**src/hw/rtl/fqs_pkg.sv**
```systemverilog
// ------------------------------------------------------------------------
// FIFO queue with search - package
// Field widths, default sizes, opcode and status codes, cell control.
// ------------------------------------------------------------------------
`default_nettype none

package fqs_pkg;

  localparam int DEPTH_DEF     = 16;
  localparam int WORD_BITS_DEF = 32;
  localparam int ITEM_BITS     = 32;
  localparam int OPCODE_BITS   = 2;
  localparam int STATUS_BITS   = 2;
  localparam int OCC_BITS      = 5;

  typedef enum logic [OPCODE_BITS-1:0] {
    OP_ENQ    = 2'd0,
    OP_DEQ    = 2'd1,
    OP_SEARCH = 2'd2
  } opcode_t;

  typedef enum logic [STATUS_BITS-1:0] {
    ST_OK    = 2'd0,
    ST_FULL  = 2'd1,
    ST_EMPTY = 2'd2
  } status_t;

  typedef struct packed {
    logic enq;
    logic deq;
  } cell_ctl_t;

endpackage

`default_nettype wire

```
**src/hw/rtl/fqs_in_if.sv**
```systemverilog
// ------------------------------------------------------------------------
// FIFO queue with search - request channel
// Valid/ready channel carrying one opcode and one word per item.
// ------------------------------------------------------------------------
`default_nettype none

interface fqs_in_if import fqs_pkg::*; ();
  logic                   valid;
  logic                   ready;
  logic [OPCODE_BITS-1:0] opcode;
  logic [ITEM_BITS-1:0]   item_word;

  modport source (output valid, opcode, item_word, input ready);
  modport sink   (input valid, opcode, item_word, output ready);
endinterface

`default_nettype wire

```
**src/hw/rtl/fqs_out_if.sv**
```systemverilog
// ------------------------------------------------------------------------
// FIFO queue with search - result channel
// Valid/ready channel carrying one result item per request.
// ------------------------------------------------------------------------
`default_nettype none

interface fqs_out_if import fqs_pkg::*; ();
  logic                   valid;
  logic                   ready;
  logic [ITEM_BITS-1:0]   data_out;
  logic                   found;
  logic [STATUS_BITS-1:0] status;
  logic                   is_empty;
  logic                   is_full;
  logic [OCC_BITS-1:0]    occupancy;

  modport source (output valid, data_out, found, status, is_empty, is_full, occupancy,
                  input ready);
  modport sink   (input valid, data_out, found, status, is_empty, is_full, occupancy,
                  output ready);
endinterface

`default_nettype wire

```
**src/hw/rtl/fifo_queue_with_search.sv**
```systemverilog
// ------------------------------------------------------------------------
// FIFO queue with search - top level
// Shift-register queue of DEPTH words with a parallel membership search.
// ------------------------------------------------------------------------
// The queue is a row of DEPTH cells with the oldest word always in the first
// cell: a dequeue shifts every cell one place toward the head, an enqueue
// fills the first empty cell, and a search compares all occupied cells at
// once. Every request yields one result, registered in the cycle after the
// request is taken; the block takes one request per cycle as long as the
// result register is free or being drained, so the output register alone
// sets the rate. No clearing pass follows reset.
`default_nettype none

module fifo_queue_with_search import fqs_pkg::*; #(
  parameter int DEPTH     = DEPTH_DEF,
  parameter int WORD_BITS = WORD_BITS_DEF
) (
  input  wire logic  clk,
  input  wire logic  rst,
  fqs_in_if.sink     req,
  fqs_out_if.source  rsp
);

  localparam int CW = $clog2(DEPTH + 1);

  logic [CW-1:0]                count;
  logic [CW-1:0]                count_next;
  logic [DEPTH-1:0]             valid_q;
  logic [DEPTH-1:0]             match;
  logic [WORD_BITS-1:0]         word_q [DEPTH];
  logic [WORD_BITS-1:0]         word_in;
  logic [WORD_BITS+ITEM_BITS-1:0] in_ext;
  logic [WORD_BITS+ITEM_BITS-1:0] out_ext;
  logic [CW+OCC_BITS-1:0]       occ_ext;
  logic [WORD_BITS-1:0]         data;
  logic                         hit;
  status_t                      status;
  cell_ctl_t                    ctl;
  cell_ctl_t                    cell_ctl;
  logic                         accept;
  logic                         full;
  logic                         empty;

  assign req.ready = !rsp.valid || rsp.ready;
  assign accept    = req.valid && req.ready;

  assign in_ext  = {{WORD_BITS{1'b0}}, req.item_word};
  assign word_in = in_ext[WORD_BITS-1:0];

  assign full  = (count == CW'(DEPTH));
  assign empty = (count == '0);

  always_comb begin
    ctl        = '0;
    count_next = count;
    data       = '0;
    hit        = 1'b0;
    status     = ST_OK;
    case (opcode_t'(req.opcode))
      OP_ENQ: begin
        if (full) begin
          status = ST_FULL;
        end else begin
          ctl.enq    = 1'b1;
          count_next = count + 1'b1;
        end
      end
      OP_DEQ: begin
        if (empty) begin
          status = ST_EMPTY;
        end else begin
          ctl.deq    = 1'b1;
          data       = word_q[0];
          count_next = count - 1'b1;
        end
      end
      OP_SEARCH: begin
        hit = |match;
      end
      default: begin
      end
    endcase
  end

  assign cell_ctl = accept ? ctl : '0;

  for (genvar i = 0; i < DEPTH; i++) begin : g_cell
    logic                 prev_valid;
    logic                 next_valid;
    logic [WORD_BITS-1:0] next_word;

    if (i == 0) begin : g_head
      assign prev_valid = 1'b1;
    end else begin : g_body
      assign prev_valid = valid_q[i-1];
    end

    if (i == DEPTH - 1) begin : g_last
      assign next_valid = 1'b0;
      assign next_word  = '0;
    end else begin : g_link
      assign next_valid = valid_q[i+1];
      assign next_word  = word_q[i+1];
    end

    fqs_cell #(
      .WORD_BITS (WORD_BITS)
    ) u_cell (
      .clk        (clk),
      .rst        (rst),
      .ctl        (cell_ctl),
      .prev_valid (prev_valid),
      .next_valid (next_valid),
      .next_word  (next_word),
      .word_in    (word_in),
      .valid      (valid_q[i]),
      .word       (word_q[i]),
      .match      (match[i])
    );
  end

  always_ff @(posedge clk) begin
    if (rst) begin
      count <= '0;
    end else if (accept) begin
      count <= count_next;
    end
  end

  assign out_ext = {{ITEM_BITS{1'b0}}, data};
  assign occ_ext = {{OCC_BITS{1'b0}}, count_next};

  always_ff @(posedge clk) begin
    if (rst) begin
      rsp.valid <= 1'b0;
    end else if (accept) begin
      rsp.valid <= 1'b1;
    end else if (rsp.ready) begin
      rsp.valid <= 1'b0;
    end
  end

  always_ff @(posedge clk) begin
    if (accept) begin
      rsp.data_out  <= out_ext[ITEM_BITS-1:0];
      rsp.found     <= hit;
      rsp.status    <= status;
      rsp.is_empty  <= (count_next == '0);
      rsp.is_full   <= (count_next == CW'(DEPTH));
      rsp.occupancy <= occ_ext[OCC_BITS-1:0];
    end
  end

endmodule

`default_nettype wire

```
**src/hw/rtl/fqs_cell.sv**
```systemverilog
// ------------------------------------------------------------------------
// FIFO queue with search - storage cell
// One queue slot: shifts toward the head on dequeue, loads on enqueue when
// it is the first empty slot, compares its word against the search word.
// ------------------------------------------------------------------------
`default_nettype none

module fqs_cell import fqs_pkg::*; #(
  parameter int WORD_BITS = WORD_BITS_DEF
) (
  input  wire logic                 clk,
  input  wire logic                 rst,
  input  wire cell_ctl_t            ctl,
  input  wire logic                 prev_valid,
  input  wire logic                 next_valid,
  input  wire logic [WORD_BITS-1:0] next_word,
  input  wire logic [WORD_BITS-1:0] word_in,
  output logic                      valid,
  output logic [WORD_BITS-1:0]      word,
  output logic                      match
);

  always_ff @(posedge clk) begin
    if (rst) begin
      valid <= 1'b0;
    end else if (ctl.deq) begin
      valid <= next_valid;
    end else if (ctl.enq && !valid && prev_valid) begin
      valid <= 1'b1;
    end
  end

  always_ff @(posedge clk) begin
    if (ctl.deq) begin
      word <= next_word;
    end else if (ctl.enq && !valid && prev_valid) begin
      word <= word_in;
    end
  end

  assign match = valid && (word == word_in);

endmodule

`default_nettype wire

```
**src/flat_wrapper.sv**
```systemverilog
// flat-port wrapper written by rule: the top's interface ports become plain ports
module fifo_queue_with_search_flat import fqs_pkg::*;
#(
  parameter int DEPTH     = DEPTH_DEF,
  parameter int WORD_BITS = WORD_BITS_DEF
)
  (clk, rst, req_valid, req_opcode, req_item_word, req_ready, rsp_valid, rsp_data_out, rsp_found, rsp_status, rsp_is_empty, rsp_is_full, rsp_occupancy, rsp_ready);
  fqs_in_if req_i ();
  fqs_out_if rsp_i ();
  input  wire logic clk;
  input  wire logic rst;
  input wire logic [$bits(req_i.valid)-1:0] req_valid;
  input wire logic [$bits(req_i.opcode)-1:0] req_opcode;
  input wire logic [$bits(req_i.item_word)-1:0] req_item_word;
  output wire logic [$bits(req_i.ready)-1:0] req_ready;
  output wire logic [$bits(rsp_i.valid)-1:0] rsp_valid;
  output wire logic [$bits(rsp_i.data_out)-1:0] rsp_data_out;
  output wire logic [$bits(rsp_i.found)-1:0] rsp_found;
  output wire logic [$bits(rsp_i.status)-1:0] rsp_status;
  output wire logic [$bits(rsp_i.is_empty)-1:0] rsp_is_empty;
  output wire logic [$bits(rsp_i.is_full)-1:0] rsp_is_full;
  output wire logic [$bits(rsp_i.occupancy)-1:0] rsp_occupancy;
  input wire logic [$bits(rsp_i.ready)-1:0] rsp_ready;
  assign req_i.valid = req_valid;
  assign req_i.opcode = req_opcode;
  assign req_i.item_word = req_item_word;
  assign req_ready = req_i.ready;
  assign rsp_valid = rsp_i.valid;
  assign rsp_data_out = rsp_i.data_out;
  assign rsp_found = rsp_i.found;
  assign rsp_status = rsp_i.status;
  assign rsp_is_empty = rsp_i.is_empty;
  assign rsp_is_full = rsp_i.is_full;
  assign rsp_occupancy = rsp_i.occupancy;
  assign rsp_i.ready = rsp_ready;
  fifo_queue_with_search #(.DEPTH(DEPTH), .WORD_BITS(WORD_BITS)) u_core (.clk(clk), .rst(rst), .req(req_i), .rsp(rsp_i));
endmodule
```
**config.mk**
```make
export PLATFORM = sky130hd
export DESIGN_NAME = fifo_queue_with_search_flat
export DESIGN_NICKNAME = d
export VERILOG_FILES = /design/src/hw/rtl/fqs_pkg.sv /design/src/hw/rtl/fqs_in_if.sv /design/src/hw/rtl/fqs_out_if.sv /design/src/hw/rtl/fifo_queue_with_search.sv /design/src/hw/rtl/fqs_cell.sv /design/src/flat_wrapper.sv
export SDC_FILE = /design/constraint.sdc
export NUM_CORES = 1
export LEC_CHECK = 0
export ABC_AREA = 1
export BUFFER_PORTS_ARGS = -buffer_cell sky130_fd_sc_hd__buf_2
export CAP_MARGIN = 20
export CORE_MARGIN = 1.5
export CORE_UTILIZATION = 46
export DETAILED_ROUTE_END_ITERATION = 8
export PLACE_DENSITY = 0.76
export SYNTH_ARGS = -nofsm -noshare
export SYNTH_HDL_FRONTEND = slang
export SYNTH_SLANG_ARGS = --single-unit
export TNS_END_PERCENT = 50
```
**constraint.sdc**
```tcl
create_clock -name clk -period 4.05 [get_ports clk]
set_input_delay 0.2025 -clock clk [delete_from_list [all_inputs] [get_ports clk]]
set_output_delay 0.2025 -clock clk [all_outputs]
set_load 0.03 [all_outputs]
```
Word level (Yosys, flattened, before mapping)
Cells that the tools add are included.

cells by class
  add/sub/neg operators = 2
  eq/ne operators = 20
  mux-type cells = 73
  bitwise logic cells = 1
  reduce and logical (&&, ||, !) cells = 88

operators with widths
  kind                                               count
  two-way mux 32 bit                                 30
  == test 32 bit                                     16
  logical AND 1 bit                                  48
  two-way mux 1 bit                                  37
  nonzero test 2 bit                                 16
  zero test 1 bit                                    17
  OR reduction 16 bit                                1
  == test 5 bit (second input constant)              2
  zero test 5 bit                                    2
  two-way mux 5 bit                                  2
  case mux 5 bit (2 select lines)                    1
  adder 5 x 1 -> 5 bit (second input constant)       1
  subtractor 5 x 1 -> 5 bit (second input constant)  1
  two-way mux 2 bit                                  2
  case mux 2 bit (2 select lines)                    1
  OR reduction 2 bit                                 2
  == test 2 x 1 -> 1 bit (second input constant)     1
  == test 2 bit (second input constant)              1
  zero test 2 bit                                    1
  logical OR 1 bit                                   1
  NOT 1 bit                                          1

storage, ports and cells
  bits in registers = 576
  input port bits = 38
  word-level logic and storage cells = 224

Logic depth before layout (Yosys ltp)
Gate-level depths: netlist (run 1).

  depth in word-level cells = 8
  mapped depth = 16

Hierarchy
From an unflattened synthesis (run 1), not the netlist that was laid out.

unflattened totals
  cells, all modules = 4436
  area, all modules = 33328.2 um^2

by module, submodules not included
  module                  instances  cells an instance  area an instance (um^2)  seq. area each (um^2)
  fqs_cell                16         264                1950.6                   980.9
  fifo_queue_with_search  1          212                2118.3                   1381.3

Least setup slack after synthesis (run 1)
No wires, ideal clock.

  path kind = reg2reg
  from = register u_core.rsp.valid
  to = register u_core.g_cell[6].u_cell.word[0] (enable)
  library setup time = 472 ps
  arrival = 3714 ps
  setup slack = -136 ps
  cell stages (with the launch flop) = 6
  buffers on the path = 0
  period minus slack after synthesis = 4186 ps
  path through = dfxtp_1 nand2_1 nand2_1 nor2_8 inv_4 o31ai_1

on the way
  word-level cells in the longest chain between the ends = 7

ends and longest elaborated chain
  item                                   RTL line                       RTL
  start: declaration                     fqs_out_if.sv:17               modport source (output valid, data_out, found, status, is_empty, is_full, occupancy,
  start signal: assignment               fifo_queue_with_search.sv:135  rsp.valid <= 1'b0;
  start signal: assignment               fifo_queue_with_search.sv:137  rsp.valid <= 1'b1;
  start signal: assignment               fifo_queue_with_search.sv:139  rsp.valid <= 1'b0;
  zero test 1 bit *                      fifo_queue_with_search.sv:44   assign req.ready = !rsp.valid || rsp.ready;
  logical OR 1 bit *                     fifo_queue_with_search.sv:44
  named net req_ready                    flat_wrapper.sv:15             output wire logic [$bits(req_i.ready)-1:0] req_ready;
  logical AND 1 bit *                    fifo_queue_with_search.sv:45   assign accept = req.valid && req.ready;
  two-way mux 2 bit *                    fifo_queue_with_search.sv:85   assign cell_ctl = accept ? ctl : '0;
  logical AND 1 bit (2 in a row)         fqs_cell.sv:36                 end else if (ctl.enq && !valid && prev_valid) begin
  nonzero test 2 bit (no source line) *  -
  end signal: assignment                 fqs_cell.sv:35                 word <= next_word;
  end signal: assignment                 fqs_cell.sv:37                 word <= word_in;
  end: declaration                       fqs_cell.sv:19                 output logic [WORD_BITS-1:0] word,

Mark *: on every way through the listed nets, which the timed path passes. The rest lies on a longest branch.
A chain may end at the register's enable or synchronous reset.

Worst setup path after layout (run 1)
  from = register u_core.count[0]
  to = register u_core.g_cell[6].u_cell.word[12] (data pin)

on the way
  word-level cells in the longest chain between the ends = 5

ends and longest elaborated chain
  item                      RTL line                       RTL
  start: declaration        fifo_queue_with_search.sv:26   logic [CW-1:0] count;
  start signal: assignment  fifo_queue_with_search.sv:126  count <= count_next;
  zero test 5 bit           fifo_queue_with_search.sv:51   assign empty = (count == '0);
  two-way mux 1 bit         fifo_queue_with_search.sv:69   if (empty) begin
  two-way mux 1 bit         fifo_queue_with_search.sv:59   case (opcode_t'(req.opcode))
  two-way mux 2 bit         fifo_queue_with_search.sv:85
  two-way mux 32 bit        fqs_cell.sv:34                 if (ctl.deq) begin

Every way passes these cells.

==> out/results.md, run 1 <==
| Step | Metric | Reported |
|:---|:---|:---|
| power | Max IR drop VDD | 0.0004039 V |
| setup path | Element type at the critical path end | flop |
| place | DP Wirelength | 72140 um |
| logic synthesis | Proportion of synthesized flip-flops having asynchronous set or reset | 0 |
| final layout | Non-Filler Cell Area, Final | 33160 um^2 |
| clock tree | CTS sink count | 576 |
| global route | Initial antenna violation count | 1 |
| power | Internal power | 10.58 mW |
| place | Worst slack, placed | 0.9272 ns |
| global route | Total GRT Usage | 0.2929 |
| power | Power density relative to cell area | 436.0 nW/um^2 |
| setup path | Setup Crit Path Kind | flop to flop |
| setup path | Data required time at the worst endpoint | 4.50 ns |
| final layout | FILL cells | 5810 |
| power | Static leakage | 13.86 nW |
| sta | Normalized max-slew margin | 0.3182 |
| power | Combinational group share of total power | 0.122 |
| sta | Crit share post-route | 0.7994 |
| global route | Largest net degree at the start of global routing | 173 |
| hold path | Worst Hold Path Cells | 2 |
| routing | Routed via count | 25.08k |
| sta | Post-Route Setup TNS | 0 ns |
| sta | Minimum clock period | 3.238 ns |
| logic synthesis | EDFF count, synth | 522 |
| routing | Pre-antenna DRT Iters | 9 |
| routing | DRT antenna net count | 0 |
| routing | DRC Markers | 7 |
| global route | Via count of the first global-routing pass | 23.71k |
| die | Floorplan core area | 64460 um^2 |
| final layout | Area occupied by multi-input gates | 10710 um^2 |
| die | Die area | 66690 um^2 |
| place | Buffers added on ports | 81 |
| hold path | Worst min-delay path category | primary input to flop |
| clock tree | Maximum buffer depth of the clock tree | 3 |
| logic synthesis | Most common flop cell mapped by yosys | edfxtp_1 |
| flow run | Number of maximum-capacitance constraint violations | 0 |
| setup path | Arrival @ worst endpoint | 3.68 ns |
| sta | Final worst-path setup slack | 0.8123 ns |
| outcome | Outcome | finished, violations left |
| die | Die height | 258.2 um |
| final layout | Area taken by flip-flops and latches | 16760 um^2 |
| clock tree | Number of buffers inserted during clock tree synthesis | 66 |
| logic synthesis | Count of synthesis-stage warnings from yosys | 0 |
| logic synthesis | Syn_area_per_cell | 8.504 um^2 |
| routing | Routed WL | 98820 um |
| global route | Overflow left after global routing | 0 |
| logic synthesis | Synth unique cells | 40 |
| sta | Final-report max-slew violation count | 0 |
| power | Switching share of power | 0.2682 |
| clock tree | Clock network latency to the later pin of the worst-skew pair | 0.61 ns |
| place | Global placement routability congestion | 1.043 |
| sta | Highest attainable clock frequency | 308.9 MHz |
| routing | Detailed router's first-iteration violation count | 3305 |
| power | Sequential power share | 0.486 |
| power | Clk pwr share | 0.391 |
| power | Power consumption | 14.46 mW |
| sta | Count of final setup violators | 0 |
| power | Reported net switching power | 3.878 mW |
| clock tree | Root Buffer | clkbuf_16 |
| clock tree | CTS tree | yes |
| logic synthesis | #FFs+latches synth | 576 |
| final layout | Layout cell share with drive strength beyond 1 | 0.07014 |
| setup path | Startpoint Class | flop |
| clock tree | Clock-pin slew reported for the worst setup and hold paths after clock tree synthesis | 0.06 ns |
| die | Starting utilization of the core area | 0.4649 |
| setup path | Highest fanout seen on the critical path | 172 |
| sta | RSZ-0062 raised after global routing | no |
| die | Overall die width | 258.2 um |
| logic synthesis | Seq/Total Area, Yosys | 0.5591 |
| final layout | Antenna diode count | 0 |
| setup path | Length in cells of the worst reg-to-reg path | 11 |
| final layout | Number of nets in the layout | 3589 |
| routing | Routed wire length per instance | 22.22 um |
| final layout | Area added between synthesis and finish | 10.65% |
| place | Placed instance area | 31150 um^2 |
| logic synthesis | Post-synthesis cell count | 3524 |
| sta | Transition time at the pin with the least slew margin | 1.022 ns |
| die | Number of ports placed on the die boundary | 82 |
| global route | Global-route wire length before repair | 143500 um |
| logic synthesis | Combined area of all synthesized cells | 29970 um^2 |
| logic synthesis | Post-synth net total | 3564 |
| outcome | Violated checks | design-rule violations |
| sta | Final Hold Fails | 0 |
| clock tree | Count of instances resized after the clock tree is built | 0 |
| die | Floorplan row count | 93 |
| clock tree | Maximum level of the CTS H-tree | 3 |
| routing | Ratio of routed vias to standard cells | 5.638 |
| sta | Final setup skew | 0.02156 ns |
[power groups by stage]
stage / combinational, mW / clock (mW) / sequential (mW)
2_1_floorplan: 1.06 / 0 / 7.16
3_3_place_gp: 1.68 / 0 / 7.13
3_5_place_dp: 1.71 / 0 / 7.14
4_1_cts: 1.73 / 5.67 / 7.02
5_1_grt: 1.91 / 5.87 / 7.05
6_report: 1.77 / 5.66 / 7.03
[cells in the mapped netlist (3+ instances only)]
cell      count  area (um^2)
buf_6         3        33.78
nand4_1      45        281.5
buf_2       138        690.7
xnor2_1     157         1375
clkbuf_1     40        150.1
o211ai_1      3        22.52
nor2_1      242        908.4
buf_4         4        30.03
edfxtp_1    522        15680
o21ai_1      21        105.1
o22ai_1      63        394.1
nor3_1        5        25.02
a21oi_1      60        300.3
buf_1         4        15.01
o221ai_1     18        157.7
xor2_1       13        113.9
dfxtp_1      54         1081
clkinv_1      6        22.52
nand3_1      43        215.2
inv_2         5        18.77
inv_1       436         1637
nand2_1    1290         4842
o21ai_0     321         1607
a31oi_1       6        37.54
o31ai_1       7        52.55
[critical path: stages (launching register included)]
cell and delay, ns:
dfxtp_1 0.35, inv_1 0.10, ha_1 0.25, nand3_2 0.10, inv_2 0.05, nand2_2 0.08
nand2_4 0.23, nor2_4 0.28, buf_12 0.56, buf_4 0.59, nand2_1 0.11, nand2_1 0.10
[sequential cells by signal (all words and copies together), names as in the netlist]
name,count
u_core.rsp.status,2
u_core.count,5
u_core.rsp.data_out,32
u_core.rsp.valid,1
u_core.g_cell.u_cell.word,512
u_core.rsp.occupancy,5
u_core.g_cell.u_cell.valid,16
u_core.rsp.is_full,1
u_core.rsp.found,1
u_core.rsp.is_empty,1
[repair_timing]
item	in CTS	in global routing
hold buffers	1	0
hold endpoints to repair	1	0
buffers inserted	0	0
[metal layers]
metal	track usage	up-vias	wire (um)
met5	0	-	0
met4	0.2263	0	8401
met3	0.05174	393	10380
met2	0.4652	1584	44940
met1	0.3558	11720	35100
li1	-	11390	-
[stage by stage]
stage / instances / hold WS [ns] / utilization
after floorplan: 3524 / 0.3587 / -
after global placement: 4334 / 0.4928 / 0.4832
after detailed placement: 4334 / 0.5005 / 0.4832
after CTS: 4447 / 0.04355 / 0.5141
after global routing: 4448 / 0.08462 / 0.5144
final: 4448 / 0.04639 / 0.5144
[worst paths after layout]
kind	slack, ns	endpoint	start
max	0.81	u_core.g_cell[6].u_cell.word[12]	u_core.count[0]
min	0.05	u_core.rsp.valid	rst
max reg2reg	0.81	u_core.g_cell[6].u_cell.word[12]	u_core.count[0]
min reg2reg	0.51	u_core.rsp.valid	u_core.rsp.valid
[logic make-up after synthesis]
logic type | Yosys count | synth area share
AND/OR/NAND/NOR | 1634 | 0.2126
buffers and inverters | 638 | 0.08705
flip-flops | 576 | 0.5591
AO/OA/AOI/OAI | 504 | 0.09069
XOR/XNOR | 170 | 0.04968
adder cells (fa/ha/maj) | 2 | 0.0008349
[layout make-up]
class | instances | share of cell area
Multi-Input combinational cell | 2310 | 0.3229
Sequential cell | 576 | 0.5053
Clock buffer | 91 | 0.05577
Inverter | 448 | 0.05102
Tap cell | 855 | 0.03226
Timing Repair Buffer | 147 | 0.02875
Clock inverter | 21 | 0.003962
[layout by cell type (no fill, tap or decap), types with 21 or more instances in the layout]
cell and n:
o22ai_1 63, xnor2_1 157, dfxtp_1 54, buf_4 61
inv_1 435, o21ai_0 321, buf_2 81, o21ai_1 21
nand3_1 43, clkbuf_16 69, a21oi_1 60, nand2_1 1290
edfxtp_1 522, nand4_1 45, nor2_1 242
Note: power is estimated with default switching activity, not from simulation.
==> run 2, diff against run 1 <==
Settings changed: ABC_AREA 1 to 0, PLACE_DENSITY 0.76 to 0.74.
Clock period 4.05 ns to 3.1 ns, I/O delays scaled along.
==> run 2 against run 1 <==
Net effect:
- the flow now finishes without violations
- setup slack got worse by 0.55 ns
- sequential share of layout area is 1.3 points higher
- clock skew rose by 0.015 ns
- synthesized cell count is 23% lower
- sequential cell count is the same
- design area fell by 2.6%
- critical endpoint is now u_core.rsp.found
==> out/results.md, run 2 <==
| Step | Metric | Reported |
|:---|:---|:---|
| sta | Final Hold Fails | 0 |
| power | Combinational group share of total power | 0.115 |
| final layout | Area added between synthesis and finish | 14.36% |
| setup path | Data required time at the worst endpoint | 3.57 ns |
| global route | Via count of the first global-routing pass | 21.20k |
| power | Clk pwr share | 0.386 |
| final layout | Area occupied by multi-input gates | 10840 um^2 |
| routing | Routed via count | 21.61k |
| setup path | Setup Crit Path Kind | primary input to flop |
| routing | Ratio of routed vias to standard cells | 5.887 |
| setup path | Arrival @ worst endpoint | 3.31 ns |
| logic synthesis | Most frequent cell after synthesis | nand2_1 |
| final layout | Number of nets in the layout | 2885 |
| final layout | Number of flip-flops under the largest register name | 512 |
| power | Internal power | 13.48 mW |
| sta | Highest attainable clock frequency | 352.2 MHz |
| final layout | Most common library cell in the layout ignoring fill and taps | nand2_1 |
| routing | Routed WL | 92970 um |
| outcome | Outcome | finished clean |
| final layout | Leading cell types in the layout, fill and taps excluded | nand2_1, edfxtp_1, xor2_1 |
| clock tree | Maximum buffer depth of the clock tree | 3 |
| final layout | Layout cell share with drive strength beyond 1 | 0.1160 |
| final layout | FILL cells | 5076 |
| logic synthesis | Combined area of all synthesized cells | 28250 um^2 |
| final layout | Register name with the most flops | u_core.g_cell.u_cell.word |
| die | Die area | 62910 um^2 |
| die | Overall die width | 250.8 um |
| logic synthesis | Commonest cells post-synth | nand2_1, edfxtp_1, xor2_1 |
| place | Worst slack, placed | 0.09257 ns |
| power | Reported net switching power | 4.744 mW |
| logic synthesis | Dominant cells by area after synthesis | edfxtp_1, xor2_1, nand2_1, dfxtp_1, nor4_1 |
| logic synthesis | Seq/Total Area, Yosys | 0.5931 |
| setup path | Highest fanout seen on the critical path | 9 |
| routing | Detailed router's first-iteration violation count | 3287 |
| clock tree | Maximum level of the CTS H-tree | 2 |
| global route | Initial antenna violation count | 1 |
| die | Die height | 250.8 um |
| logic synthesis | Share of the synthesized area in the top cell type | 0.5549 |
| clock tree | Clock network latency to the later pin of the worst-skew pair | 0.65 ns |
| sta | Final-report max-slew violation count | 0 |
| sta | Normalized max-slew margin | 0.3368 |
| logic synthesis | Top cell type by total area after synthesis | edfxtp_1 |
| logic synthesis | Synth unique cells | 41 |
| power | Switching share of power | 0.2602 |
| setup path | Dominant cell type by count on the critical path | nor4_1 |
| routing | DRC Markers | 0 |
| routing | DRT antenna net count | 0 |
| place | DP Wirelength | 64050 um |
| hold path | HP Start | req_item_word[8] |
| power | Sequential power share | 0.499 |
| sta | Crit share post-route | 0.9158 |
| die | Starting utilization of the core area | 0.4663 |
| die | Floorplan core area | 60580 um^2 |
| setup path | Max stage delay cell, worst path | nor3_1 |
| sta | Worst hold margin | 0.03106 ns |
| setup path | Launching element of the worst setup path | req_item_word[1] |
| clock tree | # Post-CTS Setup Buffers | 0 |
| clock tree | CTS sink count | 576 |
| clock tree | Count of instances resized after the clock tree is built | 0 |
| sta | Minimum clock period | 2.839 ns |
| sta | Transition time at the pin with the least slew margin | 0.9857 ns |
| clock tree | Number of buffers inserted during clock tree synthesis | 57 |
| global route | Overflow left after global routing | 0 |
| global route | Global-route wire length before repair | 134700 um |
| flow run | Number of maximum-capacitance constraint violations | 0 |
| logic synthesis | Proportion of synthesized flip-flops having asynchronous set or reset | 0 |
| routing | Pre-antenna DRT Iters | 6 |
| setup path | Delay of the slowest cell on the worst path | 0.70 ns |
| final layout | Final Util | 0.5333 |
| logic synthesis | Count of synthesis-stage warnings from yosys | 0 |
| logic synthesis | #FFs+latches synth | 576 |
| global route | Total GRT Usage | 0.2920 |
| routing | Routed wire length per instance | 25.33 um |
| final layout | Non-filler cells, final | 3671 |
| power | Power density relative to cell area | 564.2 nW/um^2 |
| clock tree | CTS tree | yes |
| logic synthesis | EDFF count, synth | 522 |
| logic synthesis | Post-synth net total | 2768 |
| sta | RSZ-0062 raised after global routing | no |
| place | Global placement routability congestion | 0.9832 |
| final layout | Area taken by flip-flops and latches | 16760 um^2 |
| power | Max IR drop VDD | 0.0004445 V |
| sta | Final worst-path setup slack | 0.2609 ns |
| place | Buffers added on ports | 81 |
| clock tree | Clock-pin slew reported for the worst setup and hold paths after clock tree synthesis | 0.06 ns |
| final layout | Largest registers | u_core.g_cell.u_cell.word x512, u_core.rsp.data_out x32, u_core.g_cell.u_cell.valid x16 |
| setup path | Element type at the critical path end | flop |
| sta | Count of final setup violators | 0 |
| global route | Largest net degree at the start of global routing | 132 |
| logic synthesis | Most common flop cell mapped by yosys | edfxtp_1 |
| logic synthesis | Post-synthesis cell count | 2728 |
| setup path | Worst flop-to-flop path startpoint | u_core.count[0] |
| power | Static leakage | 12.41 nW |
| hold path | Worst min-delay path category | primary input to flop |
| clock tree | Root Buffer | clkbuf_16 |
| setup path | Series of cell instances along the critical path | dlygate4sd3_1 > buf_2 > buf_4 > xor2_1 > nor4_1 > nand4_1 > nor3_1 > nor4_1 > a41oi_1 |
| place | Cell Count Post-Placement | 3559 |
| setup path | Count of buffer and inverter cells on the critical path | 3 |
| setup path | Startpoint Class | primary input |
| die | Floorplan row count | 90 |
| die | Number of ports placed on the die boundary | 82 |
| setup path | Kind of cell with the highest combined delay on the critical path | simple AND/OR/NAND/NOR gates |
| sta | Final setup skew | 0.03608 ns |
| logic synthesis | Syn_area_per_cell | 10.36 um^2 |
-- run 2: layout make-up --
class                           count  share of cell area
Timing Repair Buffer              234             0.05631
Tap cell                          782             0.03029
Clock buffer                       82             0.05283
Sequential cell                   576              0.5186
Multi-Input combinational cell   1970              0.3355
Antenna cell                        1          0.00007746
Clock inverter                     20            0.005577
Inverter                            6           0.0007746
-- run 2: path summary, 6_finish.rpt --
path | end | slack (ns) | cells past startpoint
max | u_core.rsp.found | 0.26 | 9
min | u_core.g_cell[15].u_cell.word[8] | 0.03 | 3
max reg2reg | u_core.g_cell[13].u_cell.word[24] | 0.36 | 8
min reg2reg | u_core.g_cell[15].u_cell.word[14] | 0.49 | 2
-- run 2: routing by layer --
layer,vias up,routed length [um],global-route usage
li1,9311,-,-
met2,1632,41840,0.4610
met5,-,0,0
met3,374,11510,0.06834
met1,10290,33290,0.3651
met4,0,6341,0.1782
-- run 2: logic make-up (layout without fill, tap and decap cells) --
logic type | Yosys count | after routing | synth area share
AND/OR/NAND/NOR | 1371 | 1371 | 0.2026
other | 0 | 1 | 0
XOR/XNOR | 515 | 515 | 0.1597
buffers and inverters | 182 | 342 | 0.02617
AO/OA/AOI/OAI | 82 | 82 | 0.01754
flip-flops | 576 | 576 | 0.5931
adder cells (fa/ha/maj) | 2 | 2 | 0.0008856
-- run 2: timing repair --
action                                  in CTS  in global routing
hold buffers                                 8                  0
endpoints found under the setup margin       0                  0
endpoints found under the hold margin        8                  0
-- run 2: power groups by stage --
stage	combinational [mW]	clock, mW	sequential [mW]
after floorplan	1.13	0	9.25
after global placement	1.97	0	9.23
after detailed placement	2.02	0	9.24
after CTS	2.04	7.02	9.08
after global routing	2.20	7.31	9.11
final	2.10	7.04	9.09
-- run 2: metrics by stage --
step                      setup TNS, ns  power (mW)  cell area (um^2)
after floorplan                  -40.74       10.38             28300
after global placement                0       11.21             30310
after detailed placement              0       11.26             30310
after CTS                             0       18.14             32280
after global routing                  0       18.62             32300
final                                 0       18.23             32310
-- run 2: worst reg2reg max path: stages (launching register included) --
cell and delay (ns):
dfxtp_1 0.37, inv_1 0.11, ha_1 0.27, nor3b_2 0.23, a2111oi_4 0.39, buf_4 0.30, nand2_1 0.13, o21ai_2 0.16
buf_4 0.39
